**config.mk**
```make
export PLATFORM = sky130hd
export DESIGN_NAME = pid_with_clamp_and_settle_detect_top_flat
export DESIGN_NICKNAME = d
export VERILOG_FILES = /design/src/hw/rtl/pidc_pkg.sv /design/src/hw/rtl/pidc_in_if.sv /design/src/hw/rtl/pidc_out_if.sv /design/src/hw/rtl/pidc_cfg_if.sv /design/src/hw/rtl/pid_with_clamp_and_settle_detect_top.sv /design/src/hw/rtl/pidc_regs.sv /design/src/hw/rtl/pidc_state.sv /design/src/hw/rtl/pidc_mac.sv /design/src/flat_wrapper.sv
export SDC_FILE = /design/constraint.sdc
export NUM_CORES = 2
export LEC_CHECK = 0
export BUFFER_PORTS_ARGS = -buffer_cell sky130_fd_sc_hd__buf_4
export CAP_MARGIN = 20
export CELL_PAD_IN_SITES_DETAIL_PLACEMENT = 1
export CELL_PAD_IN_SITES_GLOBAL_PLACEMENT = 1
export CORE_MARGIN = 3
export CORE_UTILIZATION = 56
export DETAILED_ROUTE_END_ITERATION = 16
export GPL_TIMING_DRIVEN = 1
export PLACE_DENSITY = 0.87
export SETUP_SLACK_MARGIN = 0.02
export SYNTH_ARGS = -nofsm -noshare
export SYNTH_HDL_FRONTEND = slang
export SYNTH_SLANG_ARGS = --single-unit
```
**constraint.sdc**
```tcl
create_clock -name clk -period 23.3 [get_ports clk]
set_clock_uncertainty 0.05 [all_clocks]
set_input_delay 1.165 -clock clk [delete_from_list [all_inputs] [get_ports clk]]
set_output_delay 1.165 -clock clk [all_outputs]
set_load 0.005 [all_outputs]
```
**src/hw/rtl/pidc_pkg.sv**
```systemverilog
// Package: shared constants, register codes and configuration type for the PID regulator
`timescale 1ns / 1ps
`default_nettype none
package pidc_pkg;

  // Fixed field widths
  localparam int GAIN_W   = 16;
  localparam int LIMIT_W  = 23;
  localparam int THRESH_W = 17;
  localparam int TIME_W   = 32;
  localparam int INTEG_W  = 24;
  localparam int CFG_IDX_W  = 3;
  localparam int CFG_DATA_W = 32;

  // Output rounding: Q.20 sum to Q8.8, half toward plus infinity
  localparam int RND_SHIFT = 12;
  localparam int RND_HALF  = 2048;

  // Register indexes
  localparam logic [CFG_IDX_W-1:0] REG_PROP_GAIN       = 3'd0;
  localparam logic [CFG_IDX_W-1:0] REG_INTEG_GAIN_STEP = 3'd1;
  localparam logic [CFG_IDX_W-1:0] REG_DERIV_GAIN_STEP = 3'd2;
  localparam logic [CFG_IDX_W-1:0] REG_INTEGRAL_LIMIT  = 3'd3;
  localparam logic [CFG_IDX_W-1:0] REG_ERROR_THRESHOLD = 3'd4;
  localparam logic [CFG_IDX_W-1:0] REG_SETTLE_TIME_MS  = 3'd5;

  // Request kinds
  localparam logic KIND_SAMPLE = 1'b0;
  localparam logic KIND_QUERY  = 1'b1;

  // Reset value of the integral bound
  localparam logic [LIMIT_W-1:0] INTEGRAL_LIMIT_RST = 23'h7FFFFF;

  typedef struct packed {
    logic signed [GAIN_W-1:0] prop_gain;
    logic signed [GAIN_W-1:0] integ_gain_step;
    logic signed [GAIN_W-1:0] deriv_gain_step;
    logic [LIMIT_W-1:0]       integral_limit;
    logic [THRESH_W-1:0]      error_threshold;
    logic [TIME_W-1:0]        settle_time_ms;
  } cfg_t;

endpackage
`default_nettype wire

```
**src/hw/rtl/pidc_in_if.sv**
```systemverilog
// Interface: input request channel (sample or settle query)
`timescale 1ns / 1ps
`default_nettype none
interface pidc_in_if #(
  parameter int DATA_WIDTH = 16
);
  logic                         valid;
  logic                         ready;
  logic                         kind;
  logic signed [DATA_WIDTH-1:0] setpoint;
  logic signed [DATA_WIDTH-1:0] measurement;
  logic [31:0]                  now_ms;

  modport source (output valid, kind, setpoint, measurement, now_ms, input ready);
  modport sink (input valid, kind, setpoint, measurement, now_ms, output ready);
endinterface
`default_nettype wire

```
**src/hw/rtl/pidc_out_if.sv**
```systemverilog
// Interface: result channel (drive and settle flag)
`timescale 1ns / 1ps
`default_nettype none
interface pidc_out_if #(
  parameter int DATA_WIDTH = 16
);
  logic                         valid;
  logic                         ready;
  logic signed [DATA_WIDTH-1:0] drive;
  logic                         settled;

  modport source (output valid, drive, settled, input ready);
  modport sink (input valid, drive, settled, output ready);
endinterface
`default_nettype wire

```
**src/hw/rtl/pidc_cfg_if.sv**
```systemverilog
// Interface: configuration write channel
`timescale 1ns / 1ps
`default_nettype none
interface pidc_cfg_if;
  logic        valid;
  logic        ready;
  logic [2:0]  index;
  logic [31:0] data;

  modport source (output valid, index, data, input ready);
  modport sink (input valid, index, data, output ready);
endinterface
`default_nettype wire

```
**src/hw/rtl/pid_with_clamp_and_settle_detect_top.sv**
```systemverilog
// Top level: PID regulator with integral clamp and settle detector
`timescale 1ns / 1ps
`default_nettype none
// Fixed-point PID regulator: a sample request (kind 0) returns the saturated
// Q8.8 drive kp*e + ki*I + kd*D with the integral clamped to the configured
// bound; a query request (kind 1) returns the settle flag. One request is
// taken every clock while the input is ready; each gives exactly one result
// via the input register, state update, product register and result register.
// The rate is set by the state update stage, where the integral add and clamp
// and the settle timer close their loop. A stalled result holds the pipeline
// only once all four stages are full. Configuration must be written with the
// pipeline empty; the block does not enforce it. The write port is always ready.
module pid_with_clamp_and_settle_detect_top
  import pidc_pkg::*;
#(
  parameter int DATA_WIDTH = 16
) (
  input  wire logic   clk,
  input  wire logic   rst,
  pidc_cfg_if.sink    cfg,
  pidc_in_if.sink     item,
  pidc_out_if.source  result
);

  cfg_t regs;

  logic vld1;
  logic vld2;
  logic vld3;
  logic vld4;
  logic free1;
  logic free2;
  logic free3;
  logic free4;

  logic                         kind1;
  logic signed [DATA_WIDTH-1:0] setpoint1;
  logic signed [DATA_WIDTH-1:0] measurement1;
  logic [TIME_W-1:0]            now1;

  logic signed [DATA_WIDTH:0]  err2;
  logic signed [INTEG_W-1:0]   integ2;
  logic signed [DATA_WIDTH:0]  deriv2;
  logic                        query2;
  logic                        settled2;

  pidc_regs u_regs (
    .clk  (clk),
    .rst  (rst),
    .cfg  (cfg),
    .regs (regs)
  );

  // Stage k takes a request when empty or when its occupant moves on
  always_comb begin
    free4 = !vld4 || result.ready;
    free3 = !vld3 || free4;
    free2 = !vld2 || free3;
    free1 = !vld1 || free2;
  end

  assign item.ready = free1;

  // Advance the valid bits
  always_ff @(posedge clk) begin
    if (rst) begin
      vld1 <= 1'b0;
      vld2 <= 1'b0;
      vld3 <= 1'b0;
      vld4 <= 1'b0;
    end else begin
      if (free1) vld1 <= item.valid;
      if (free2) vld2 <= vld1;
      if (free3) vld3 <= vld2;
      if (free4) vld4 <= vld3;
    end
  end

  // Input register
  always_ff @(posedge clk) begin
    if (free1 && item.valid) begin
      kind1        <= item.kind;
      setpoint1    <= item.setpoint;
      measurement1 <= item.measurement;
      now1         <= item.now_ms;
    end
  end

  pidc_state #(
    .DATA_WIDTH (DATA_WIDTH)
  ) u_state (
    .clk         (clk),
    .rst         (rst),
    .adv         (free2 && vld1),
    .kind        (kind1),
    .setpoint    (setpoint1),
    .measurement (measurement1),
    .now_ms      (now1),
    .regs        (regs),
    .err_q       (err2),
    .integ_q     (integ2),
    .deriv_q     (deriv2),
    .query_q     (query2),
    .settled_q   (settled2)
  );

  pidc_mac #(
    .DATA_WIDTH (DATA_WIDTH)
  ) u_mac (
    .clk       (clk),
    .ld_prod   (free3 && vld2),
    .ld_out    (free4 && vld3),
    .err       (err2),
    .integ     (integ2),
    .deriv     (deriv2),
    .query     (query2),
    .settled   (settled2),
    .regs      (regs),
    .drive_q   (result.drive),
    .settled_q (result.settled)
  );

  assign result.valid = vld4;

  // A settled report always comes from a query, which carries no drive
  a_settled_zero_drive: assert property (@(posedge clk) disable iff (rst)
    result.valid && result.settled |-> result.drive == '0)
    else $error("settled result with non-zero drive");

  // Input stalls only when every stage is occupied
  a_stall_only_full: assert property (@(posedge clk) disable iff (rst)
    !item.ready |-> vld1 && vld2 && vld3 && vld4)
    else $error("input stalled with an empty stage");

  // An accepted request lands in the input stage
  a_accept_lands: assert property (@(posedge clk) disable iff (rst)
    item.valid && item.ready |=> vld1)
    else $error("accepted request lost");

  // Nothing is presented right after reset
  a_reset_empty: assert property (@(posedge clk)
    rst |=> !result.valid)
    else $error("result valid after reset");

endmodule
`default_nettype wire

```
**src/hw/rtl/pidc_regs.sv**
```systemverilog
// Module: configuration register file
`timescale 1ns / 1ps
`default_nettype none
module pidc_regs
  import pidc_pkg::*;
(
  input  wire logic  clk,
  input  wire logic  rst,
  pidc_cfg_if.sink   cfg,
  output cfg_t       regs
);

  // Always take writes
  assign cfg.ready = 1'b1;

  // Write the addressed register, drop unknown indexes
  always_ff @(posedge clk) begin
    if (rst) begin
      regs.prop_gain       <= '0;
      regs.integ_gain_step <= '0;
      regs.deriv_gain_step <= '0;
      regs.integral_limit  <= INTEGRAL_LIMIT_RST;
      regs.error_threshold <= '0;
      regs.settle_time_ms  <= '0;
    end else if (cfg.valid) begin
      case (cfg.index)
        REG_PROP_GAIN:       regs.prop_gain       <= cfg.data[GAIN_W-1:0];
        REG_INTEG_GAIN_STEP: regs.integ_gain_step <= cfg.data[GAIN_W-1:0];
        REG_DERIV_GAIN_STEP: regs.deriv_gain_step <= cfg.data[GAIN_W-1:0];
        REG_INTEGRAL_LIMIT:  regs.integral_limit  <= cfg.data[LIMIT_W-1:0];
        REG_ERROR_THRESHOLD: regs.error_threshold <= cfg.data[THRESH_W-1:0];
        REG_SETTLE_TIME_MS:  regs.settle_time_ms  <= cfg.data[TIME_W-1:0];
        default: ;
      endcase
    end
  end

endmodule
`default_nettype wire

```
**src/hw/rtl/pidc_state.sv**
```systemverilog
// Module: error, clamped integral, derivative and settle timer (state update stage)
`timescale 1ns / 1ps
`default_nettype none
module pidc_state
  import pidc_pkg::*;
#(
  parameter int DATA_WIDTH = 16
) (
  input  wire logic                         clk,
  input  wire logic                         rst,
  input  wire logic                         adv,
  input  wire logic                         kind,
  input  wire logic signed [DATA_WIDTH-1:0] setpoint,
  input  wire logic signed [DATA_WIDTH-1:0] measurement,
  input  wire logic [TIME_W-1:0]            now_ms,
  input  wire cfg_t                         regs,
  output logic signed [DATA_WIDTH:0]        err_q,
  output logic signed [INTEG_W-1:0]         integ_q,
  output logic signed [DATA_WIDTH:0]        deriv_q,
  output logic                              query_q,
  output logic                              settled_q
);

  localparam int EW = DATA_WIDTH + 1;
  localparam int AW = ((EW > INTEG_W) ? EW : INTEG_W) + 1;
  localparam int MW = (EW > THRESH_W) ? EW : THRESH_W;

  logic signed [INTEG_W-1:0]    integ_acc;
  logic signed [DATA_WIDTH-1:0] last_measurement;
  logic signed [EW-1:0]         last_error;
  logic                         settling;
  logic [TIME_W-1:0]            settle_start;

  logic signed [EW-1:0]      err;
  logic signed [EW-1:0]      deriv;
  logic signed [AW-1:0]      integ_sum;
  logic signed [AW-1:0]      lim_pos;
  logic signed [AW-1:0]      lim_neg;
  logic signed [INTEG_W-1:0] integ_next;
  logic [EW-1:0]             err_mag;
  logic                      err_small;
  logic [TIME_W-1:0]         elapsed;

  // Form error and derivative on the measurement
  always_comb begin
    err   = EW'(setpoint) - EW'(measurement);
    deriv = EW'(last_measurement) - EW'(measurement);
  end

  // Accumulate then clamp the integral
  always_comb begin
    integ_sum = AW'(integ_acc) + AW'(err);
    lim_pos   = $signed({{(AW-LIMIT_W){1'b0}}, regs.integral_limit});
    lim_neg   = -lim_pos;
    if (integ_sum > lim_pos) begin
      integ_next = INTEG_W'(lim_pos);
    end else if (integ_sum < lim_neg) begin
      integ_next = INTEG_W'(lim_neg);
    end else begin
      integ_next = INTEG_W'(integ_sum);
    end
  end

  // Compare error magnitude and elapsed time
  always_comb begin
    err_mag   = last_error[EW-1] ? EW'(-last_error) : EW'(last_error);
    err_small = MW'(err_mag) < MW'(regs.error_threshold);
    elapsed   = now_ms - settle_start;
  end

  // Update state on each request
  always_ff @(posedge clk) begin
    if (rst) begin
      integ_acc        <= '0;
      last_measurement <= '0;
      last_error       <= '0;
      settling         <= 1'b0;
      settle_start     <= '0;
    end else if (adv) begin
      if (kind == KIND_SAMPLE) begin
        integ_acc        <= integ_next;
        last_measurement <= measurement;
        last_error       <= err;
      end else if (!err_small) begin
        settling <= 1'b0;
      end else if (!settling) begin
        settling     <= 1'b1;
        settle_start <= now_ms;
      end
    end
  end

  // Hold operands for the multiply stage
  always_ff @(posedge clk) begin
    if (adv) begin
      err_q     <= err;
      integ_q   <= integ_next;
      deriv_q   <= deriv;
      query_q   <= kind;
      settled_q <= (kind == KIND_QUERY) && err_small && settling &&
                   (elapsed >= regs.settle_time_ms);
    end
  end

endmodule
`default_nettype wire

```
**src/hw/rtl/pidc_mac.sv**
```systemverilog
// Module: gain products, rounding and saturation of the drive
`timescale 1ns / 1ps
`default_nettype none
module pidc_mac
  import pidc_pkg::*;
#(
  parameter int DATA_WIDTH = 16
) (
  input  wire logic                         clk,
  input  wire logic                         ld_prod,
  input  wire logic                         ld_out,
  input  wire logic signed [DATA_WIDTH:0]   err,
  input  wire logic signed [INTEG_W-1:0]    integ,
  input  wire logic signed [DATA_WIDTH:0]   deriv,
  input  wire logic                         query,
  input  wire logic                         settled,
  input  wire cfg_t                         regs,
  output logic signed [DATA_WIDTH-1:0]      drive_q,
  output logic                              settled_q
);

  localparam int EW = DATA_WIDTH + 1;
  localparam int OW = (EW > INTEG_W) ? EW : INTEG_W;
  localparam int PW = GAIN_W + OW;
  localparam int SW = PW + 2;
  localparam int QW = SW - RND_SHIFT;

  logic signed [PW-1:0] p_prop;
  logic signed [PW-1:0] p_integ;
  logic signed [PW-1:0] p_deriv;
  logic                 query_p;
  logic                 settled_p;

  logic signed [SW-1:0]         acc;
  logic signed [SW-1:0]         acc_shift;
  logic signed [QW-1:0]         q;
  logic signed [QW-1:0]         q_max;
  logic signed [QW-1:0]         q_min;
  logic signed [DATA_WIDTH-1:0] sat;

  // Register the three products
  always_ff @(posedge clk) begin
    if (ld_prod) begin
      p_prop    <= PW'(regs.prop_gain) * PW'(err);
      p_integ   <= PW'(regs.integ_gain_step) * PW'(integ);
      p_deriv   <= PW'(regs.deriv_gain_step) * PW'(deriv);
      query_p   <= query;
      settled_p <= settled;
    end
  end

  // Sum, round to Q8.8 and saturate
  always_comb begin
    acc       = SW'(p_prop) + SW'(p_integ) + SW'(p_deriv) + SW'(RND_HALF);
    acc_shift = acc >>> RND_SHIFT;
    q         = acc_shift[QW-1:0];
    q_max     = $signed({{(QW-DATA_WIDTH+1){1'b0}}, {(DATA_WIDTH-1){1'b1}}});
    q_min     = ~q_max;
    if (q > q_max) begin
      sat = q_max[DATA_WIDTH-1:0];
    end else if (q < q_min) begin
      sat = q_min[DATA_WIDTH-1:0];
    end else begin
      sat = q[DATA_WIDTH-1:0];
    end
  end

  // Result register
  always_ff @(posedge clk) begin
    if (ld_out) begin
      drive_q   <= (query_p == KIND_QUERY) ? '0 : sat;
      settled_q <= settled_p;
    end
  end

endmodule
`default_nettype wire

```
**src/flat_wrapper.sv**
```systemverilog
// flat-port wrapper written by rule: the top's interface ports become plain ports
module pid_with_clamp_and_settle_detect_top_flat import pidc_pkg::*;
#(
  parameter int DATA_WIDTH = 16
)
  (clk, rst, cfg_valid, cfg_index, cfg_data, cfg_ready, item_valid, item_kind, item_setpoint, item_measurement, item_now_ms, item_ready, result_valid, result_drive, result_settled, result_ready);
  pidc_cfg_if cfg_i ();
  pidc_in_if #(.DATA_WIDTH(DATA_WIDTH)) item_i ();
  pidc_out_if #(.DATA_WIDTH(DATA_WIDTH)) result_i ();
  input  wire logic clk;
  input  wire logic rst;
  input wire logic [$bits(cfg_i.valid)-1:0] cfg_valid;
  input wire logic [$bits(cfg_i.index)-1:0] cfg_index;
  input wire logic [$bits(cfg_i.data)-1:0] cfg_data;
  output wire logic [$bits(cfg_i.ready)-1:0] cfg_ready;
  input wire logic [$bits(item_i.valid)-1:0] item_valid;
  input wire logic [$bits(item_i.kind)-1:0] item_kind;
  input wire logic [$bits(item_i.setpoint)-1:0] item_setpoint;
  input wire logic [$bits(item_i.measurement)-1:0] item_measurement;
  input wire logic [$bits(item_i.now_ms)-1:0] item_now_ms;
  output wire logic [$bits(item_i.ready)-1:0] item_ready;
  output wire logic [$bits(result_i.valid)-1:0] result_valid;
  output wire logic [$bits(result_i.drive)-1:0] result_drive;
  output wire logic [$bits(result_i.settled)-1:0] result_settled;
  input wire logic [$bits(result_i.ready)-1:0] result_ready;
  assign cfg_i.valid = cfg_valid;
  assign cfg_i.index = cfg_index;
  assign cfg_i.data = cfg_data;
  assign cfg_ready = cfg_i.ready;
  assign item_i.valid = item_valid;
  assign item_i.kind = item_kind;
  assign item_i.setpoint = item_setpoint;
  assign item_i.measurement = item_measurement;
  assign item_i.now_ms = item_now_ms;
  assign item_ready = item_i.ready;
  assign result_valid = result_i.valid;
  assign result_drive = result_i.drive;
  assign result_settled = result_i.settled;
  assign result_i.ready = result_ready;
  pid_with_clamp_and_settle_detect_top #(.DATA_WIDTH(DATA_WIDTH)) u_core (.clk(clk), .rst(rst), .cfg(cfg_i), .item(item_i), .result(result_i));
endmodule
```
After elaboration in Yosys (flattened, before gate mapping)
Cells that the tools add are included.

word-level totals
  register bits after elaboration = 464
  input port bits = 105
  output and inout port bits = 20
  logic and storage cells = 89

cells by class
  add/subtract/negate cells = 9
  multipliers = 3
  order comparisons = 6
  equal/unequal tests = 5
  mux-type cells = 6
  bitwise logic cells = 2
  reduce and logical (&&, ||, !) cells = 26

operators with widths
  cell                                                                                count
  16-bit by 17-bit multiplier with 33-bit output                                      2
  24-bit two-way mux                                                                  2
  41-bit by 33-bit adder with 42-bit output                                           1
  42-bit by 13-bit adder with 42-bit output (second input constant)                   1
  33-bit by 40-bit adder with 41-bit output                                           1
  16-bit by 24-bit multiplier with 40-bit output                                      1
  16-bit by 16-bit subtractor with 17-bit output                                      2
  32-bit greater-or-equal comparator                                                  1
  32-bit subtractor                                                                   1
  30-bit by 16-bit greater-than comparator with 1-bit output (second input constant)  1
  30-bit by 16-bit less-than comparator with 1-bit output (second input constant)     1
  24-bit by 17-bit adder with 25-bit output                                           1
  25-bit by 24-bit greater-than comparator with 1-bit output                          1
  25-bit less-than comparator                                                         1
  23-bit negator with 25-bit output                                                   1
  17-bit less-than comparator                                                         1
  17-bit two-way mux                                                                  1
  17-bit negator                                                                      1
  16-bit two-way mux                                                                  1
  2-bit AND reduction                                                                 8
  15-bit two-way mux                                                                  1
  1-bit logical AND                                                                   7
  3-bit by 2-bit equality test with 1-bit output (second input constant)              2
  3-bit equality test (second input constant)                                         2
  other kinds (8)                                                                     15

Longest topological paths before layout
  word-level depth = 6
  depth in mapped cells = 36
  gate-level depth less buffers = 34

By module
Synthesis repeated with hierarchy kept, for this count alone.

unflattened totals
  cells, all modules = 6543
  area, all modules = 61761.7 um2

by module, submodules not included
  module                                times used  cells each  area an instance (um2)  sequential area each (um2)
  pidc_mac                              1           4434        41707.5                 3753.6
  pidc_state                            1           1563        13070.0                 3603.5
  pidc_regs                             1           460         4842.1                  2402.3
  pid_with_clamp_and_settle_detect_top  1           86          2142.1                  2031.9

Least setup slack after synthesis
OpenSTA, ideal clock, no wires.

  path kind = input port to flip-flop
  start point = input port result_ready
  end point = register u_core.u_mac.p_deriv[0] (enable)
  setup time = 740 ps
  arrival time = 9073 ps
  required time = 22510 ps
  setup slack = 13437 ps
  cell stages on the path = 2
  buffers on the path = 0
  cells stage by stage = nor2b_1 > a21boi_0

between the ends
  longest elaborated chain between the ends = 3

ends and longest elaborated chain
  element                   RTL line                                     text
  start: declaration        flat_wrapper.sv:25                           input wire logic [$bits(result_i.ready)-1:0] result_ready;
  1-bit logical OR          pid_with_clamp_and_settle_detect_top.sv:56   free4 = !vld4 || result.ready;
  1-bit logical OR          pid_with_clamp_and_settle_detect_top.sv:57   free3 = !vld3 || free4;
  1-bit logical AND         pid_with_clamp_and_settle_detect_top.sv:111  .ld_prod (free3 && vld2),
  via u_core.u_mac.ld_prod  pidc_mac.sv:10                               input wire logic ld_prod,
  end signal: assignment    pidc_mac.sv:46                               p_deriv <= PW'(regs.deriv_gain_step) * PW'(deriv);
  end: declaration          pidc_mac.sv:30                               logic signed [PW-1:0] p_deriv;

The timed path passes the listed nets, and every way through them passes these cells.
A chain may end at the register's enable or synchronous reset.

Final worst setup path
  start point = register u_core.measurement1[0]
  end point = register u_core.u_state.integ_acc[16]

between the ends
  longest elaborated chain between the ends = 5
  elaborated cells on any way between the ends = 6
  those cells by class = add/sub: 2; order compare: 2; mux: 2

ends and longest elaborated chain
  element                                           RTL line                                    text
  start: declaration                                pid_with_clamp_and_settle_detect_top.sv:38  logic signed [DATA_WIDTH-1:0] measurement1;
  start signal: assignment                          pid_with_clamp_and_settle_detect_top.sv:84  measurement1 <= item.measurement;
  16-bit by 16-bit subtractor with 17-bit output *  pidc_state.sv:46                            err = EW'(setpoint) - EW'(measurement);
  via u_core.u_state.err[16]                        pidc_state.sv:34                            logic signed [EW-1:0] err;
  24-bit by 17-bit adder with 25-bit output *       pidc_state.sv:52                            integ_sum = AW'(integ_acc) + AW'(err);
  25-bit less-than comparator                       pidc_state.sv:57                            end else if (integ_sum < lim_neg) begin
  24-bit two-way mux                                pidc_state.sv:57
  24-bit two-way mux *                              pidc_state.sv:55                            if (integ_sum > lim_pos) begin
  end signal: assignment                            pidc_state.sv:81                            integ_acc <= integ_next;
  end: declaration                                  pidc_state.sv:28                            logic signed [INTEG_W-1:0] integ_acc;

The timed path passes the listed nets; every way through them passes the cells marked *.

==> out/results.txt <==
Max-slew headroom -> 19.45%
Final setup viols -> 0
layout cells sized above 1 -> 4.808%
prevailing post-synth register cell -> edfxtp_1
Clk pin slew, worst setup/hold paths -> 70 ps
total number of vias -> 48,060
Slew Viols, Final -> 0
Num CTS Buffers -> 57
Std-Cell Core Area -> 107,400 um2
worst r2r dst -> u_core.u_state.integ_acc[16]$_SDFFE_PP0P_
drc violations -> 0
die height -> 335.2 um
WL/cell -> 25.87 um
reg2reg path depth -> 31
I/O pins -> 125
Overflow after GRT -> 0
Port Buffer Count -> 123
Post-synth EDFFs -> 250
H-Tree Level Count -> 2
first drt pass iteration count -> 6
most frequent cells in the layout -> inv_1, nand2_1, fa_1
Clock Latency Late Sink -> 690 ps
Fin Hold WS -> 376.7 ps
Synth Instances -> 6,526
die area -> 112,300 um2
initial DRC count -> 3,272
CTS tree -> built
Via density -> 6.023
fill count -> 12,030
global placer's final weighted congestion -> 0.9289
Mean Syn Cell Area -> 9.298 um2
final hold violations -> 0
crit path time final -> 8897 ps
Achievable Freq -> 112.4 MHz
global-route wire length before repair -> 320,200 um
Pwr per Cell Area -> 50.32 nW/um2
worst vdd rail ir drop -> 63.65 uV
slowest cell delay on critical path -> 680 ps
Worst Setup End Kind -> flip-flop
DP HPWL -> 156,300 um
Syn-to-layout area delta -> 6.801%
synthesized flop and latch total -> 464
Synth cell types -> 99
PnR worst setup slack -> 14,400 ps
fin cells -> 7,979
LEAKAGE -> 30.66 nW
clk sink count -> 464
critical path class -> reg2reg
hold_buf cts -> 0
CTS root buffer -> clkbuf_16
Post-CTS Setup Repair Bufs -> 0
CP max stage cell -> o21ai_4
initial antenna violation count -> 10
worst-path maximum fanout -> 18
nets -> 8,126
FFs w/ async S/R, synth -> 0%
Total GRT Usage -> 37.34%
Max-cap violations -> 0
post-cts resize count -> 0
Post-Route WL -> 206,400 um
die width -> 335.2 um
Worst Tran Pin Value -> 1207 ps
warnings from Yosys -> 0
Critical Path Sink -> u_core.u_state.integ_acc[16]$_SDFFE_PP0P_
post-synthesis sequential area ratio -> 19.43%
most common cell after layout, fill and taps aside -> inv_1
Critical Path RT -> 23,850 ps
RSZ-0062 raised after global routing -> no
Hold WC Path Type -> reg2reg
CP startpoint kind -> flip-flop
Cell Rows -> 120
outcome -> completed
reg2reg start -> u_core.measurement1[0]$_DFFE_PP_
pre-CTS WS -> 14,700 ps
number of global-route vias before repair -> 55,830
Crit. path cell count -> 31
dpl cells -> 7,866
setup TNS -> 0 ps
final period utilization -> 38.18%
buffers and inverters on the worst path -> 0
Power, Total -> 0.003261 W
WP data arrival -> 9450 ps
Cell Area, Synth -> 60,680 um2
Mapped Nets -> 8,127
worst setup path startpoint -> u_core.measurement1[0]$_DFFE_PP_
largest net degree at the start of global routing -> 107
Clock Tree Buf Depth -> 3
Crit path max-delay family -> compound AO/OA/AOI/OAI gates
Initial Utilization -> 56.52%
Final ANT Viol Nets -> 0
R2R Setup Slk -> 14,400 ps
hold path startpoint -> u_core.u_mac.settled_p$_DFFE_PP_
[cell usage after synthesis, drive strengths merged (7+ instances only)]
cell type	number	area, um2
a2111oi	7	67.56
a211o	10	87.58
a211oi	23	210.2
a21boi	13	101.4
a21o	92	690.7
a21oi	341	1729
a31o	7	61.31
a31oi	15	108.9
and2	363	2271
and3	17	106.4
buf	16	95.08
clkbuf	211	793.3
dfxtp	214	4284
edfxtp	250	7507
fa	969	19400
ha	527	6594
inv	1246	4677
mux2i	59	590.6
nand2	994	3731
nand2b	116	725.7
nand3	60	305.3
nand3b	28	210.2
nand4	31	193.9
nor2	201	754.5
nor2b	38	237.7
nor3	49	261.5
nor3b	7	52.55
nor4	10	83.83
o2111ai	11	96.34
o211ai	15	112.6
o21a	40	300.3
o21ai	132	675.7
o21bai	17	127.6
o31a	7	61.31
o31ai	11	82.58
or2	11	71.32
or3	31	198.9
xnor2	180	1584
xor2	62	550.5
[state kept, by name (all words and copies together), names as in the netlist, 16 cells and up]
signal                           cells
u_core.u_state.last_measurement     16
u_core.u_mac.p_prop                 33
u_core.now1                         32
u_core.u_mac.p_integ                40
u_core.setpoint1                    16
u_core.u_state.err_q                17
u_core.u_state.last_error           17
u_core.u_state.settle_start         32
u_core.u_state.deriv_q              17
u_core.u_regs.regs                 120
u_core.u_state.integ_acc            24
u_core.measurement1                 16
u_core.u_mac.p_deriv                33
u_core.u_mac.drive_q                16
u_core.u_state.integ_q              24
[stage by stage]
stage / util, % / cell area (um2)
floorplan: - / 60680
global placement: 58.51 / 62810
detailed placement: 58.51 / 62810
CTS: 60.32 / 64750
global route: 60.36 / 64800
finish: 60.36 / 64800
[layer usage]
layer | track usage (%) | wire [um] | vias to the layer above
li1 | - | - | 20470
met1 | 42.14 | 72140 | 24470
met2 | 64.33 | 102200 | 2251
met3 | 7.584 | 16290 | 861
met4 | 24.52 | 15740 | 12
met5 | 0 | 82 | -
[how the worst min path moves through the flow]
stage	to	slack (ps)	depth (start not counted)
floorplan	u_core.u_mac.query_p$_DFFE_PP_	350	0
global placement	u_core.u_mac.settled_p$_DFFE_PP_	370	0
detailed placement	u_core.u_mac.query_p$_DFFE_PP_	370	0
CTS	u_core.u_mac.settled_q$_DFFE_PP_	380	0
global route	u_core.u_mac.settled_q$_DFFE_PP_	390	0
finish	u_core.u_mac.settled_q$_DFFE_PP_	380	0
[power breakdown]
group	switching [W]	total [W]	internal [W]	leakage [nW]
registers	0.000109	0.00105	0.000940	4.09
logic	0.000800	0.00128	0.000478	25.6
clock network	0.000414	0.000934	0.000520	0.940
[cell families after synthesis]
| logic type | synth area share (%) |
|---|---|
| buffers and inverters | 9.172 |
| AO/OA/AOI/OAI | 8.549 |
| XOR/XNOR | 3.518 |
| flip-flops | 19.43 |
| AND/OR/NAND/NOR | 15.44 |
| multiplexers | 1.048 |
| adder cells (fa/ha/maj) | 42.84 |
| other | 0.006180 |
[area by class of cell]
type                       instances  area, um2  share of cell area [%]
clock inverter                    35      320.3                  0.4943
tap                             1403       1755                   2.709
antenna                            3      7.507                 0.01158
timing repair buffer             167       1277                   1.971
inverter                        1246       4677                   7.217
multi-input combinational       4589      43360                   66.90
clock buffer                      72       1619                   2.498
sequential                       464      11790                   18.20
Note: power is estimated with default switching activity, not from simulation.
